<file path="config.mk">
export PLATFORM = sky130hd
export DESIGN_NAME = rgbw_fade_gamma_pwm
export DESIGN_NICKNAME = d
export VERILOG_FILES = /design/src/sv/rgbwf_pkg.sv /design/src/sv/rgbw_fade_gamma_pwm.sv /design/src/sv/rgbwf_regs.sv /design/src/sv/rgbwf_dp.sv /design/src/sv/rgbwf_ctrl.sv
export SDC_FILE = /design/constraint.sdc
export NUM_CORES = 2
export LEC_CHECK = 0
export BUFFER_PORTS_ARGS = -buffer_cell sky130_fd_sc_hd__buf_4
export CAP_MARGIN = 20
export CORE_MARGIN = 5
export CORE_UTILIZATION = 35
export DETAILED_ROUTE_END_ITERATION = 10
export PLACE_DENSITY_LB_ADDON = 0.2
export SKIP_LAST_GASP = 1
export SYNTH_ARGS = -nofsm -noshare
export SYNTH_HDL_FRONTEND = slang
export SYNTH_SLANG_ARGS = --single-unit
</file>
<file path="constraint.sdc">
create_clock -name clk -period 28.7 [get_ports clk]
set_clock_uncertainty 0.05 [all_clocks]
set_input_delay 7.175 -clock clk [delete_from_list [all_inputs] [get_ports clk]]
set_output_delay 7.175 -clock clk [all_outputs]
set_load 0.02 [all_outputs]
</file>
<file path="src/sv/rgbwf_pkg.sv">
`timescale 1ns / 1ps
`default_nettype none

package rgbwf_pkg;

  localparam int TIME_W   = 32;
  localparam int LEVEL_W  = 8;
  localparam int COUNT_W  = 16;
  localparam int TICK_W   = 10;
  localparam int PROD_W   = 24;
  localparam int NUM_CH   = 4;
  localparam int CNT_W    = 5;
  localparam int APB_AW   = 5;
  localparam int APB_DW   = 32;
  localparam int REG_IW   = 3;

  localparam logic [LEVEL_W-1:0] CEIL_RED_RST   = 8'd150;
  localparam logic [LEVEL_W-1:0] CEIL_GREEN_RST = 8'd100;
  localparam logic [LEVEL_W-1:0] CEIL_BLUE_RST  = 8'd150;
  localparam logic [LEVEL_W-1:0] CEIL_WHITE_RST = 8'd100;
  localparam logic [COUNT_W-1:0] PERIOD_RST     = 16'd50000;
  localparam logic [TICK_W-1:0]  TICK_RST       = 10'd33;

  localparam logic [REG_IW-1:0] REG_CEIL_RED   = 3'd0;
  localparam logic [REG_IW-1:0] REG_CEIL_GREEN = 3'd1;
  localparam logic [REG_IW-1:0] REG_CEIL_BLUE  = 3'd2;
  localparam logic [REG_IW-1:0] REG_CEIL_WHITE = 3'd3;
  localparam logic [REG_IW-1:0] REG_PWM_PERIOD = 3'd4;
  localparam logic [REG_IW-1:0] REG_TICK_MS    = 3'd5;

  localparam logic [1:0] CMD_START  = 2'd0;
  localparam logic [1:0] CMD_TICK   = 2'd1;
  localparam logic [1:0] CMD_DIRECT = 2'd2;

  localparam logic [1:0] CH_LAST = 2'(NUM_CH - 1);

  // controller step counts
  localparam logic [CNT_W-1:0] DIV_LAST     = CNT_W'(TIME_W - 1);
  localparam logic [CNT_W-1:0] MV_INIT_CNT  = 5'd0;
  localparam logic [CNT_W-1:0] MV_APPLY_CNT = CNT_W'(LEVEL_W + 1);
  localparam logic [CNT_W-1:0] PH_SEL       = 5'd0;
  localparam logic [CNT_W-1:0] PH_MUL_SQ    = 5'd1;
  localparam logic [CNT_W-1:0] PH_DIV_SQ    = 5'd2;
  localparam logic [CNT_W-1:0] PH_MUL_CEIL  = 5'd3;
  localparam logic [CNT_W-1:0] PH_DIV_CEIL  = 5'd4;
  localparam logic [CNT_W-1:0] PH_MUL_PER   = 5'd5;
  localparam logic [CNT_W-1:0] PH_WRITE     = 5'd6;

  typedef struct packed {
    logic [1:0]         cmd;
    logic [LEVEL_W-1:0] target_red;
    logic [LEVEL_W-1:0] target_green;
    logic [LEVEL_W-1:0] target_blue;
    logic [LEVEL_W-1:0] target_white;
    logic [TIME_W-1:0]  fade_time_ms;
    logic [1:0]         direct_channel;
    logic [15:0]        direct_duty;
  } req_item_t;

  typedef struct packed {
    logic [COUNT_W-1:0] compare_red;
    logic [COUNT_W-1:0] compare_green;
    logic [COUNT_W-1:0] compare_blue;
    logic [COUNT_W-1:0] compare_white;
    logic [NUM_CH-1:0]  updated_mask;
    logic               fading;
    logic [TIME_W-1:0]  remaining_ms;
  } rsp_item_t;

  typedef struct packed {
    logic [NUM_CH-1:0][LEVEL_W-1:0] ceiling;
    logic [COUNT_W-1:0]             pwm_period;
    logic [TICK_W-1:0]              tick_ms;
  } cfg_t;

  typedef enum logic [2:0] {
    ST_IDLE,
    ST_DECODE,
    ST_SDIV,
    ST_MDIV,
    ST_SUB,
    ST_DUTY,
    ST_GAMMA,
    ST_OUT
  } state_t;

  typedef enum logic [4:0] {
    OP_NONE,
    OP_LOAD,
    OP_START,
    OP_SNAP,
    OP_DIV_INIT,
    OP_DIV_STEP,
    OP_MV_INIT,
    OP_MV_STEP,
    OP_MV_APPLY,
    OP_SUB,
    OP_SEL_LEVEL,
    OP_SEL_DUTY,
    OP_MUL_SQ,
    OP_DIV_SQ,
    OP_MUL_CEIL,
    OP_DIV_CEIL,
    OP_MUL_PER,
    OP_DIV_WRITE,
    OP_EMIT
  } dp_op_t;

  typedef struct packed {
    dp_op_t     op;
    logic [1:0] ch;
  } dp_cmd_t;

  typedef struct packed {
    logic [1:0] cmd;
    logic       time_zero;
    logic       snap;
    logic [1:0] direct_ch;
  } dp_stat_t;

  // floor(n / 255) for n below 255 * 65536: estimate n*257 >> 16, one correction
  function automatic logic [COUNT_W-1:0] div255(input logic [PROD_W-1:0] n);
    logic [32:0] t;
    logic [16:0] q;
    logic [25:0] qm;
    logic [25:0] r;
    t  = {9'b0, n} + {1'b0, n, 8'b0};
    q  = t[32:16];
    qm = {1'b0, q, 8'b0} - {9'b0, q};
    r  = {2'b0, n} - qm;
    if (r >= 26'd255) begin
      q = q + 17'd1;
    end
    return q[COUNT_W-1:0];
  endfunction

endpackage

`default_nettype wire

</file>
<file path="src/sv/rgbw_fade_gamma_pwm.sv">
`timescale 1ns / 1ps
`default_nettype none

// accept to result valid: start, idle tick, unused cmd go from decode to output; direct
// scales its clamped duty by the period; a snapping tick runs a gamma/scale chain per channel;
// a stepping tick: 32-step restoring time divider, 8-step divider per channel, then the chain
// one item in flight: the next item is taken the cycle after its result is registered
// reset: synchronous, active high; levels, goals, time and counts clear, registers take defaults
module rgbw_fade_gamma_pwm (
  input  wire logic                         clk,
  input  wire logic                         rst,
  input  wire logic                         req_valid,
  output logic                              req_stall,
  input  wire rgbwf_pkg::req_item_t         req_item,
  output logic                              rsp_valid,
  input  wire logic                         rsp_stall,
  output rgbwf_pkg::rsp_item_t              rsp_item,
  input  wire logic                         psel,
  input  wire logic                         penable,
  input  wire logic                         pwrite,
  input  wire logic [rgbwf_pkg::APB_AW-1:0] paddr,
  input  wire logic [rgbwf_pkg::APB_DW-1:0] pwdata,
  output logic      [rgbwf_pkg::APB_DW-1:0] prdata,
  output logic                              pready
);
  import rgbwf_pkg::*;

  cfg_t     cfg;
  dp_cmd_t  dp_cmd;
  dp_stat_t stat;

  rgbwf_regs u_regs (
    .clk     (clk),
    .rst     (rst),
    .psel    (psel),
    .penable (penable),
    .pwrite  (pwrite),
    .paddr   (paddr),
    .pwdata  (pwdata),
    .prdata  (prdata),
    .pready  (pready),
    .cfg     (cfg)
  );

  rgbwf_ctrl u_ctrl (
    .clk       (clk),
    .rst       (rst),
    .req_valid (req_valid),
    .req_stall (req_stall),
    .rsp_valid (rsp_valid),
    .rsp_stall (rsp_stall),
    .stat      (stat),
    .dp_cmd    (dp_cmd)
  );

  rgbwf_dp u_dp (
    .clk      (clk),
    .rst      (rst),
    .cfg      (cfg),
    .req_item (req_item),
    .cmd      (dp_cmd),
    .stat     (stat),
    .rsp_item (rsp_item)
  );

endmodule

`default_nettype wire

</file>
<file path="src/sv/rgbwf_regs.sv">
`timescale 1ns / 1ps
`default_nettype none

module rgbwf_regs (
  input  wire logic                         clk,
  input  wire logic                         rst,
  input  wire logic                         psel,
  input  wire logic                         penable,
  input  wire logic                         pwrite,
  input  wire logic [rgbwf_pkg::APB_AW-1:0] paddr,
  input  wire logic [rgbwf_pkg::APB_DW-1:0] pwdata,
  output logic      [rgbwf_pkg::APB_DW-1:0] prdata,
  output logic                              pready,
  output rgbwf_pkg::cfg_t                   cfg
);
  import rgbwf_pkg::*;

  logic [REG_IW-1:0] idx;
  logic              wr;

  assign idx    = paddr[APB_AW-1:2];
  assign pready = 1'b1;
  assign wr     = psel && penable && pwrite && pready;

  always_ff @(posedge clk) begin
    if (rst) begin
      cfg.ceiling[0] <= CEIL_RED_RST;
      cfg.ceiling[1] <= CEIL_GREEN_RST;
      cfg.ceiling[2] <= CEIL_BLUE_RST;
      cfg.ceiling[3] <= CEIL_WHITE_RST;
      cfg.pwm_period <= PERIOD_RST;
      cfg.tick_ms    <= TICK_RST;
    end else if (wr) begin
      case (idx)
        REG_CEIL_RED:   cfg.ceiling[0] <= pwdata[LEVEL_W-1:0];
        REG_CEIL_GREEN: cfg.ceiling[1] <= pwdata[LEVEL_W-1:0];
        REG_CEIL_BLUE:  cfg.ceiling[2] <= pwdata[LEVEL_W-1:0];
        REG_CEIL_WHITE: cfg.ceiling[3] <= pwdata[LEVEL_W-1:0];
        REG_PWM_PERIOD: cfg.pwm_period <= pwdata[COUNT_W-1:0];
        REG_TICK_MS:    cfg.tick_ms    <= pwdata[TICK_W-1:0];
        default: ;
      endcase
    end
  end

  always_comb begin
    case (idx)
      REG_CEIL_RED:   prdata = {{(APB_DW-LEVEL_W){1'b0}}, cfg.ceiling[0]};
      REG_CEIL_GREEN: prdata = {{(APB_DW-LEVEL_W){1'b0}}, cfg.ceiling[1]};
      REG_CEIL_BLUE:  prdata = {{(APB_DW-LEVEL_W){1'b0}}, cfg.ceiling[2]};
      REG_CEIL_WHITE: prdata = {{(APB_DW-LEVEL_W){1'b0}}, cfg.ceiling[3]};
      REG_PWM_PERIOD: prdata = {{(APB_DW-COUNT_W){1'b0}}, cfg.pwm_period};
      REG_TICK_MS:    prdata = {{(APB_DW-TICK_W){1'b0}}, cfg.tick_ms};
      default:        prdata = '0;
    endcase
  end

endmodule

`default_nettype wire

</file>
<file path="src/sv/rgbwf_dp.sv">
`timescale 1ns / 1ps
`default_nettype none

module rgbwf_dp (
  input  wire logic                clk,
  input  wire logic                rst,
  input  wire rgbwf_pkg::cfg_t      cfg,
  input  wire rgbwf_pkg::req_item_t req_item,
  input  wire rgbwf_pkg::dp_cmd_t   cmd,
  output rgbwf_pkg::dp_stat_t      stat,
  output rgbwf_pkg::rsp_item_t     rsp_item
);
  import rgbwf_pkg::*;

  req_item_t                   item;
  logic [LEVEL_W-1:0]          level_now  [NUM_CH];
  logic [LEVEL_W-1:0]          level_goal [NUM_CH];
  logic [TIME_W-1:0]           time_left;
  logic [COUNT_W-1:0]          compare_held [NUM_CH];
  logic [NUM_CH-1:0]           mask;

  logic [TIME_W-1:0]           quo;
  logic [TICK_W-1:0]           rem;
  logic [LEVEL_W-1:0]          mq;
  logic [LEVEL_W-1:0]          mr;
  logic [LEVEL_W-1:0]          val;
  logic [PROD_W-1:0]           prod;

  logic [TICK_W-1:0]           dt;
  logic [TICK_W:0]             rem_sh;
  logic                        rem_ge;
  logic [LEVEL_W:0]            mr_sh;
  logic                        mr_ge;
  logic [LEVEL_W-1:0]          cur;
  logic [LEVEL_W-1:0]          goal;
  logic [LEVEL_W-1:0]          mag;
  logic [LEVEL_W-1:0]          q;
  logic [LEVEL_W-1:0]          moved;
  logic [LEVEL_W-1:0]          ceil;
  logic [LEVEL_W-1:0]          duty_cl;
  logic [COUNT_W-1:0]          quot;
  logic [LEVEL_W-1:0]          quot_cl;

  assign dt     = (cfg.tick_ms == '0) ? TICK_W'(1) : cfg.tick_ms;
  assign rem_sh = {rem, quo[TIME_W-1]};
  assign rem_ge = rem_sh >= {1'b0, dt};
  assign mr_sh  = {mr, mq[LEVEL_W-1]};
  assign mr_ge  = mr_sh >= {1'b0, quo[LEVEL_W-1:0]};
  assign cur    = level_now[cmd.ch];
  assign goal   = level_goal[cmd.ch];
  assign mag    = (goal > cur) ? goal - cur : cur - goal;
  assign ceil   = cfg.ceiling[cmd.ch];
  assign quot   = div255(prod);

  always_comb begin
    if (quo[TIME_W-1:LEVEL_W] != '0) begin
      q = '0;
    end else begin
      q = mq;
    end
    if (q == '0) begin
      q = LEVEL_W'(1);
    end
    if (goal > cur) begin
      moved = cur + q;
    end else if (goal < cur) begin
      moved = cur - q;
    end else begin
      moved = cur;
    end
  end

  assign duty_cl = (item.direct_duty > {{(16-LEVEL_W){1'b0}}, ceil}) ?
                   ceil : item.direct_duty[LEVEL_W-1:0];
  assign quot_cl = (quot > {{(COUNT_W-LEVEL_W){1'b0}}, ceil}) ? ceil : quot[LEVEL_W-1:0];

  assign stat.cmd       = item.cmd;
  assign stat.time_zero = (time_left == '0);
  assign stat.snap      = time_left <= {{(TIME_W-TICK_W){1'b0}}, dt};
  assign stat.direct_ch = item.direct_channel;

  always_ff @(posedge clk) begin
    if (rst) begin
      for (int c = 0; c < NUM_CH; c++) begin
        level_now[c]    <= '0;
        level_goal[c]   <= '0;
        compare_held[c] <= '0;
      end
      time_left <= '0;
    end else begin
      case (cmd.op)
        OP_START: begin
          level_goal[0] <= item.target_red;
          level_goal[1] <= item.target_green;
          level_goal[2] <= item.target_blue;
          level_goal[3] <= item.target_white;
          time_left     <= item.fade_time_ms;
        end
        OP_SNAP: begin
          for (int c = 0; c < NUM_CH; c++) begin
            level_now[c] <= level_goal[c];
          end
          time_left <= '0;
        end
        OP_MV_APPLY:  level_now[cmd.ch] <= moved;
        OP_SUB:       time_left <= time_left - {{(TIME_W-TICK_W){1'b0}}, dt};
        OP_DIV_WRITE: compare_held[cmd.ch] <= quot;
        default: ;
      endcase
    end
  end

  always_ff @(posedge clk) begin
    case (cmd.op)
      OP_LOAD: begin
        item <= req_item;
        mask <= '0;
      end
      OP_DIV_INIT: begin
        quo <= time_left;
        rem <= '0;
      end
      OP_DIV_STEP: begin
        rem <= rem_ge ? TICK_W'(rem_sh - {1'b0, dt}) : rem_sh[TICK_W-1:0];
        quo <= {quo[TIME_W-2:0], rem_ge};
      end
      OP_MV_INIT: begin
        mq <= mag;
        mr <= '0;
      end
      OP_MV_STEP: begin
        mr <= mr_ge ? LEVEL_W'(mr_sh - {1'b0, quo[LEVEL_W-1:0]}) : mr_sh[LEVEL_W-1:0];
        mq <= {mq[LEVEL_W-2:0], mr_ge};
      end
      OP_SEL_LEVEL: val  <= cur;
      OP_SEL_DUTY:  val  <= duty_cl;
      OP_MUL_SQ:    prod <= PROD_W'(val) * PROD_W'(val);
      OP_DIV_SQ:    val  <= quot[LEVEL_W-1:0];
      OP_MUL_CEIL:  prod <= PROD_W'(val) * PROD_W'(ceil);
      OP_DIV_CEIL:  val  <= quot_cl;
      OP_MUL_PER:   prod <= PROD_W'(val) * PROD_W'(cfg.pwm_period);
      OP_DIV_WRITE: mask[cmd.ch] <= 1'b1;
      OP_EMIT: begin
        rsp_item.compare_red   <= compare_held[0];
        rsp_item.compare_green <= compare_held[1];
        rsp_item.compare_blue  <= compare_held[2];
        rsp_item.compare_white <= compare_held[3];
        rsp_item.updated_mask  <= mask;
        rsp_item.fading        <= (time_left != '0);
        rsp_item.remaining_ms  <= time_left;
      end
      default: ;
    endcase
  end

  a_snap_clears_time: assert property (@(posedge clk) disable iff (rst)
    cmd.op == OP_SNAP |=> time_left == '0)
    else $error("snap left time on the clock");

  a_direct_one_channel: assert property (@(posedge clk) disable iff (rst)
    (cmd.op == OP_EMIT && item.cmd == CMD_DIRECT) |=> $onehot(rsp_item.updated_mask))
    else $error("direct write item did not update exactly one channel");

  a_emit_fading: assert property (@(posedge clk) disable iff (rst)
    cmd.op == OP_EMIT |=> rsp_item.fading == (rsp_item.remaining_ms != '0))
    else $error("fading flag disagrees with remaining time");

endmodule

`default_nettype wire

</file>
<file path="src/sv/rgbwf_ctrl.sv">
`timescale 1ns / 1ps
`default_nettype none

module rgbwf_ctrl (
  input  wire logic           clk,
  input  wire logic           rst,
  input  wire logic           req_valid,
  output logic                req_stall,
  output logic                rsp_valid,
  input  wire logic           rsp_stall,
  input  wire rgbwf_pkg::dp_stat_t stat,
  output rgbwf_pkg::dp_cmd_t  dp_cmd
);
  import rgbwf_pkg::*;

  state_t           state, state_next;
  logic [CNT_W-1:0] cnt, cnt_next;
  logic [1:0]       ch, ch_next;
  logic             direct, direct_next;
  logic             rsp_valid_next;

  assign req_stall = (state != ST_IDLE);

  always_ff @(posedge clk) begin
    if (rst) begin
      state     <= ST_IDLE;
      cnt       <= '0;
      ch        <= '0;
      direct    <= 1'b0;
      rsp_valid <= 1'b0;
    end else begin
      state     <= state_next;
      cnt       <= cnt_next;
      ch        <= ch_next;
      direct    <= direct_next;
      rsp_valid <= rsp_valid_next;
    end
  end

  always_comb begin
    state_next     = state;
    cnt_next       = cnt;
    ch_next        = ch;
    direct_next    = direct;
    rsp_valid_next = rsp_valid && rsp_stall;
    dp_cmd.op      = OP_NONE;
    dp_cmd.ch      = ch;
    case (state)
      ST_IDLE: begin
        if (req_valid) begin
          dp_cmd.op  = OP_LOAD;
          state_next = ST_DECODE;
        end
      end
      ST_DECODE: begin
        cnt_next    = '0;
        ch_next     = '0;
        direct_next = 1'b0;
        case (stat.cmd)
          CMD_START: begin
            dp_cmd.op  = OP_START;
            state_next = ST_OUT;
          end
          CMD_TICK: begin
            if (stat.time_zero) begin
              state_next = ST_OUT;
            end else if (stat.snap) begin
              dp_cmd.op  = OP_SNAP;
              state_next = ST_GAMMA;
            end else begin
              dp_cmd.op  = OP_DIV_INIT;
              state_next = ST_SDIV;
            end
          end
          CMD_DIRECT: begin
            ch_next     = stat.direct_ch;
            direct_next = 1'b1;
            state_next  = ST_DUTY;
          end
          default: state_next = ST_OUT;
        endcase
      end
      ST_SDIV: begin
        dp_cmd.op = OP_DIV_STEP;
        cnt_next  = cnt + CNT_W'(1);
        if (cnt == DIV_LAST) begin
          cnt_next   = '0;
          state_next = ST_MDIV;
        end
      end
      ST_MDIV: begin
        cnt_next = cnt + CNT_W'(1);
        if (cnt == MV_INIT_CNT) begin
          dp_cmd.op = OP_MV_INIT;
        end else if (cnt == MV_APPLY_CNT) begin
          dp_cmd.op = OP_MV_APPLY;
          cnt_next  = '0;
          ch_next   = ch + 2'd1;
          if (ch == CH_LAST) begin
            state_next = ST_SUB;
          end
        end else begin
          dp_cmd.op = OP_MV_STEP;
        end
      end
      ST_SUB: begin
        dp_cmd.op  = OP_SUB;
        state_next = ST_GAMMA;
      end
      ST_DUTY: begin
        dp_cmd.op  = OP_SEL_DUTY;
        cnt_next   = PH_MUL_PER;
        state_next = ST_GAMMA;
      end
      ST_GAMMA: begin
        cnt_next = cnt + CNT_W'(1);
        case (cnt)
          PH_SEL:      dp_cmd.op = OP_SEL_LEVEL;
          PH_MUL_SQ:   dp_cmd.op = OP_MUL_SQ;
          PH_DIV_SQ:   dp_cmd.op = OP_DIV_SQ;
          PH_MUL_CEIL: dp_cmd.op = OP_MUL_CEIL;
          PH_DIV_CEIL: dp_cmd.op = OP_DIV_CEIL;
          PH_MUL_PER:  dp_cmd.op = OP_MUL_PER;
          PH_WRITE:    dp_cmd.op = OP_DIV_WRITE;
          default:     dp_cmd.op = OP_NONE;
        endcase
        if (cnt == PH_WRITE) begin
          cnt_next = '0;
          if (direct || ch == CH_LAST) begin
            state_next = ST_OUT;
          end else begin
            ch_next = ch + 2'd1;
          end
        end
      end
      ST_OUT: begin
        if (!rsp_valid || !rsp_stall) begin
          dp_cmd.op      = OP_EMIT;
          rsp_valid_next = 1'b1;
          state_next     = ST_IDLE;
        end
      end
      default: state_next = ST_IDLE;
    endcase
  end

  a_accept_decodes: assert property (@(posedge clk) disable iff (rst)
    (req_valid && !req_stall) |=> state == ST_DECODE)
    else $error("accepted item not decoded");

  a_emit_raises_valid: assert property (@(posedge clk) disable iff (rst)
    dp_cmd.op == OP_EMIT |=> rsp_valid)
    else $error("result register loaded without valid");

  a_no_overwrite: assert property (@(posedge clk) disable iff (rst)
    (rsp_valid && rsp_stall) |-> dp_cmd.op != OP_EMIT)
    else $error("waiting result overwritten");

endmodule

`default_nettype wire

</file>
=== Yosys cells after proc, flatten, opt, wreduce, memory -nomap -nowiden ===
Memories as Yosys holds them, arrays and structs flattened. A register that Yosys moved wholly into a read port is not among the register bits.
Cells that the tools add are included.

* Register bits after elaboration: 317
* Memories: 3
* Input bits: 128
* Logic and storage cells: 246
* Bits in writable memories: 128

* Add/sub/neg operators: 13
* Reductions and logical operators: 37
* Muxes and demuxes: 91
* Multipliers: 3
* Bitwise logic cells: 9
* Eq/ne operators: 50
* $lt $le $gt $ge: 10

{| class="wikitable"
|+ Memories
! name !! depth !! bits a word !! read ports !! clocked after Yosys merged registers in !! wr ports !! line !! RTL
|-
| u_dp.compare_held || 4 || 16 || 4 || 4 || 4 || rgbwf_dp.sv:19 || <nowiki>logic [COUNT_W-1:0] compare_held [NUM_CH];</nowiki>
|-
| u_dp.level_goal || 4 || 8 || 5 || 1 || 4 || rgbwf_dp.sv:17 || <nowiki>logic [LEVEL_W-1:0] level_goal [NUM_CH];</nowiki>
|-
| u_dp.level_now || 4 || 8 || 1 || 1 || 4 || rgbwf_dp.sv:16 || <nowiki>logic [LEVEL_W-1:0] level_now [NUM_CH];</nowiki>
|}

{| class="wikitable"
|+ Operators by type and width
! cell !! count
|-
| $mux 8 || 18
|-
| $pmux 16 s6 || 1
|-
| $pmux 32 s3 || 1
|-
| $pmux 24 s3 || 1
|-
| $pmux 32 s2 || 1
|-
| $eq 5x4->1 const B || 9
|-
| $pmux 5 s8 || 1
|-
| $eq 5x3->1 const B || 7
|-
| $mux 5 || 7
|-
| $pmux 5 s7 || 1
|-
| $add 24x32->33 || 1
|-
| $mux 3 || 11
|-
| $gt 16x8->1 || 2
|-
| $le 32x10->1 || 1
|-
| $logic_not 32->1 || 1
|-
| $mul 8x8->16 || 2
|-
| $mux 16 || 2
|-
| $pmux 8 s2 || 2
|-
| $pmux 8 s4 || 1
|-
| $reduce_bool 32->1 || 1
|-
| $sub 32x10->32 || 1
|-
| $sub 8x8->8 || 4
|-
| $ge 26x8->1 const B || 1
|-
| $sub 24x26->26 || 1
|-
| 57 further kinds || 135
|}

=== Longest topological paths before layout ===
* Depth in word-level cells: 13
* Gate-level depth with buffers: 39

=== Modules after synthesis ===
From an unflattened synthesis, not the netlist that was laid out.

* Cells, all modules: 3355
* Area total of the unflattened synthesis: 34635.7 um2

{| class="wikitable"
|+ Modules (own cells, without submodules)
! module !! area each (um2) !! cells each !! sequential area each (um2) !! times used
|-
| rgbwf_dp || 30484.2 || 2872 || 12862.3 || 1
|-
| rgbwf_regs || 2981.6 || 333 || 1161.1 || 1
|-
| rgbwf_ctrl || 1169.9 || 150 || 240.2 || 1
|}

=== Worst setup path before layout ===
OpenSTA, ideal clock, no wires.

* Path type: input to output
* Start point: input port paddr[4] (netlist bit)
* End point: output port prdata[7] (netlist bit)
* Buffers on the path: 2
* Slack: 12.996 ns
* Arrival: 8.479 ns
* Stages: 6
* Cell sequence: buf_1 > clkbuf_1 > mux2i_1 > nor2_1 > a21oi_1 > o22ai_1

* Longest elaborated chain between the ends: 2

{| class="wikitable"
|+ Ends and longest elaborated chain
! element !! line !! RTL
|-
| start: declaration || rgbw_fade_gamma_pwm.sv:21 || <nowiki>input wire logic [rgbwf_pkg::APB_AW-1:0] paddr,</nowiki>
|-
| $eq 3x3->1 (tied with other cells) || rgbwf_regs.sv:47 || <nowiki>case (idx)</nowiki>
|-
| $pmux 16 s6 (*) || rgbwf_regs.sv:47 ||
|-
| end: declaration || rgbw_fade_gamma_pwm.sv:23 || <nowiki>output logic [rgbwf_pkg::APB_DW-1:0] prdata,</nowiki>
|}

Every way passes the cells marked *; elsewhere a longest branch is shown, timed or not.

=== Worst setup path after layout ===
* Start point: input port paddr[2] (netlist bit)
* End point: output port prdata[1] (netlist bit)

Same word-level chain as after synthesis.

==> metrics.md <==
| Metric | Value |
|---|---|
| Outcome | `complete, no violations` |
| Initial Util | `35.1%` |
| Initial antenna violation count | `2` |
| Synth Flop Type | `edfxtp_1` |
| Metal-1 WL | `~41000 um` |
| Worst Slack Setup Final | `12780 ps` |
| Grt total ovfl | `0` |
| Setup bufs post-CTS | `0` |
| CTS Hold Bufs | `0` |
| I/O pin count | `264` |
| First-pass GRT wire length | `143000 um` |
| Clk slew on worst S/H paths | `60 ps` |
| Reg2reg end | `u_dp.val[6]` |
| Buffers & Inverters on Critical Path | `3` |
| Avg Cell Area, Syn | `roughly 10 sq um` |
| Final min period | `15920 ps` |
| Layout area overhead | `14.1%` |
| Netlist cell types | `101` |
| Combinational share of power | `53.9%` |
| Crit Path Max Fanout | `21` |
| Crit-path most repeated cell | `buf_4` |
| Final #Nets | `4048` |
| FF+latch count, synth | `511` |
| R2R depth | `36` |
| Ys async rst share | `0%` |
| Routed vias | `24700` |
| Switching part of the total power | `42.7%` |
| RSZ-0062 raised after global routing | `false` |
| P_sw | `1.72 mW` |
| Worst r2r src | `u_dp.prod[18]` |
| Tightest Pin Transition | `1070 ps` |
| Clk_lat worst skew | `approximately 640 ps` |
| P_int | `2.30 mW` |
| Area of the core | `slightly below 100000 sq um` |
| Die outline height | `324 um` |
| Final Cycle Share | `between 50% and 60%` |
| Routed met3 length | `3710 um` |
| Port bufs | `between 200 and 250` |
| Share of power burned in registers | `around 29%` |
| Final setup TNS | `0 ps` |
| Clock share of power | `between 15 and 20%` |
| Cells after Synth | `between 3000 and 4000` |
| Worst Path Arrival | `between 8000 and 9000 ps` |
| Mapped cell area | `34500 sq um` |
| Total Wirelength | `roughly 93000 um` |
| EDFF count, synth | `407` |
| Gr usage total | `17.4%` |
| Worst Min Path Start | `u_dp.compare_held[1][1]` |
| Number of global-route vias before repair | `24700` |
| Dpl hpwl | `68400 um` |
| Max-cap violations | `0` |
| Largest family of logic cells by synthesized area | `adder cells` |
| Row count | `115` |
| Proportion of synthesized area in mux cells | `4.20%` |
| Nature of the critical path endpoint | `primary output` |
| Register area share after synthesis | `just over 40%` |
| Top Family by Delay on Critical Path | `buffers and inverters` |
| WHS Path Cells | `0` |
| Synth Area in Compound Gates | `11.8%` |
| Clock Sinks | `about 510` |
| Max rail drop VDD | `0.0663 mV` |
| Hold endpoint | `rsp_item[70]` |
| Residual DRC | `0` |
| Adder-cell share of the synthesized area | `a little under a fifth` |
| Worst hold slack | `358 ps` |
| Share of cells above drive strength 1 | `between 10% and 20%` |
| Final Slew Violations | `0` |
| Worst reg2reg setup slack | `18870 ps` |
| DR top layer | `met5` |
| Critical path launch point type | `input port` |
| LEAKAGE | `16.2 nW` |
| Remaining antenna violation count after routing | `0` |
| WS Path Type | `input port to primary output` |
| DRT iter0 DRCs | `1379` |
| Slowest CP cell | `clkinv_1` |
| Met2 WL | `45600 um` |
| Critical path, cell by cell | `buf_4 > clkinv_1 > nor2_1 > a21oi_1 > o221ai_1 > buf_4` |
| Full die area | `105000 sq um` |
| Via/cell ratio | `5.10` |
| Class of the worst hold path | `flop to flop` |
| CP required | `21480 ps` |
| Slew headroom | `28.5%` |
| Placer Congestion | `0.858` |
| Clk buf depth | `3` |
| Final hold violation count | `0` |
| Clock tree root buffer cell | `clkbuf_16` |
| Total CTS buffers | `56` |
| CTS tree | `built` |
| Cell Pwr Density | `102 nW/um^2` |
| Endpoints failing setup | `0` |
| Pre-antenna DRT Iters | `5` |
| Post-DR wirelength/cell | `19.2 um` |
| Post-cts resize count | `0` |
| Max stage delay on crit path | `330 ps` |
| Post-synthesis xor/xnor area fraction | `3.27%` |
| Pre-CTS setup slack | `~13000 ps` |
| Fmax | `roughly 63 MHz` |
| Largest net degree at the start of global routing | `73` |
| Die width | `324 um` |
| Post-Synth Simple-Gate Area | `between 15 and 20%` |
| H-Tree Level Count | `2` |
| Ys Warns | `0` |
==> flip-flops by register name, summed over array words and instances (netlist names), 4 cells and up, named ones only <==
register and cells:
u_ctrl.cnt 5, u_dp.time_left 32, u_dp.mq 8, u_dp.prod 24, u_dp.stat 4, u_dp.compare_held 64
u_dp.val 8, u_dp.item 80, u_dp.rem 10, u_dp.rsp_item 37, rsp_item 64, u_dp.mask 4
u_dp.mr 8, u_dp.level_now 32, u_dp.quo 32, u_dp.level_goal 32, u_regs.cfg 58
==> worst max path at each step <==
stage	startpoint	endpoint	slack, ps	cells past startpoint
floorplan	paddr[4]	prdata[7]	13000	6
CTS	paddr[2]	prdata[1]	12740	6
global route	paddr[2]	prdata[2]	12540	6
global placement	paddr[2]	prdata[1]	12750	6
detailed placement	paddr[2]	prdata[1]	12740	6
finish	paddr[2]	prdata[1]	12780	6
==> power by group through the flow <==
stage / sequential [mW] / clock (mW) / combinational, mW
6_report: 1.16 / 0.697 / 2.16
5_1_grt: 1.17 / 0.752 / 2.44
4_1_cts: 1.16 / 0.721 / 2.20
3_5_place_dp: 1.17 / 0 / 2.18
3_3_place_gp: 1.17 / 0 / 2.17
2_1_floorplan: 1.15 / 0 / 1.63
==> synthesized netlist by cell type (8+ instances only) <==
cell type / n / area (sq um)
nand4_1: 25 / 156
a211oi_1: 44 / 330
or4_1: 10 / 75.1
fa_1: 160 / 3200
nor2_2: 12 / 75.1
nor4_1: 30 / 188
nand3b_1: 15 / 113
o221ai_1: 8 / 70.1
mux2_2: 30 / 338
nand2_1: 328 / 1230
o22ai_1: 11 / 68.8
o21ai_0: 152 / 761
buf_4: 18 / 135
a211o_1: 23 / 201
mux4_2: 24 / 541
nor2b_1: 49 / 307
o211ai_1: 19 / 143
inv_1: 334 / 1250
xnor2_1: 83 / 727
o21bai_1: 27 / 203
a22oi_1: 18 / 135
a21oi_1: 159 / 796
a21o_1: 35 / 263
and3_1: 24 / 150
buf_1: 11 / 41.3
mux2i_1: 57 / 571
nor2_1: 265 / 995
a31oi_1: 24 / 150
nand3_1: 38 / 190
ha_1: 247 / 3090
nand2b_1: 24 / 150
dfxtp_1: 104 / 2080
clkbuf_1: 116 / 435
edfxtp_1: 407 / 12200
and2_1: 152 / 951
a21boi_0: 8 / 60.1
or3_1: 16 / 100
a32o_1: 9 / 90.1
buf_2: 13 / 65.1
xor2_1: 42 / 368
nor3_1: 30 / 150
o21a_1: 13 / 97.6
==> worst reg2reg max path: cells and delay by family, from the launching register on <==
family                     cells  cell delay [ps]
and+or+nand+nor               14             3380
buffers and inverters          4              410
adders and majority gates      5             2100
muxes                          2             1040
DFF                            1              560
AOI/OAI and AO/OA             11             2090
==> cell type report <==
| type | count | area, sq um |
|---|---|---|
| Clock inverter | 23 | 183 |
| Fill cell | 9658 | 58800 |
| Tap cell | 1287 | 1610 |
| Sequential cell | 511 | 14300 |
| Timing Repair Buffer | 271 | 2080 |
| Inverter | 335 | 1260 |
| Clock buffer | 81 | 1600 |
| Antenna cell | 2 | 5.00 |
| Multi-Input combinational cell | 2338 | 18300 |
==> layout by cell type, fill, tap and decap left out, types with 16 or more instances in the layout <==
cell type	count
clkbuf_16	57
xor2_1	42
and3_1	24
a22oi_1	18
dfxtp_1	104
xnor2_1	83
inv_1	334
clkbuf_1	16
conb_1	19
nand3_1	38
nor2_2	16
fa_1	160
nor2_1	260
or3_1	16
edfxtp_1	407
o21ai_0	151
buf_4	265
mux2_2	30
mux4_2	24
ha_1	247
nand2b_1	24
nand2_1	327
nand4_1	25
a211oi_1	44
nor2b_1	48
a21o_1	35
a211o_1	23
o211ai_1	19
o21bai_1	27
and2_1	152
a31oi_1	24
nor3_1	30
a21oi_1	158
nor4_1	28
mux2i_1	57
==> metal layers <==
| layer | vias up | global-route usage [%] |
|---|---|---|
| li1 | 12000 | - |
| met1 | 12200 | 23.2 |
| met2 | 491 | 30.0 |
| met3 | 104 | 2.27 |
| met4 | 2 | 4.70 |
| met5 | - | 0 |
==> per-stage QoR <==
stage | instance area [sq um] | total power, mW | util [%] | instances
5_1_grt | 39300 | 4.37 | 40.1 | 4846
4_1_cts | 39300 | 4.07 | 40.0 | 4842
2_1_floorplan | 34500 | 2.78 | - | 3352
6_report | 39300 | 4.02 | 40.1 | 4848
3_3_place_gp | 37500 | 3.34 | 38.2 | 4735
3_5_place_dp | 37500 | 3.35 | 38.2 | 4738
==> logic make-up after synthesis <==
family	Yosys count
buffers and inverters	503
XOR/XNOR	127
flip-flops	511
adder cells (fa/ha/maj)	407
AO/OA/AOI/OAI	619
multiplexers	111
other	2
AND/OR/NAND/NOR	1055
Note: power is estimated with default switching activity, not from simulation.
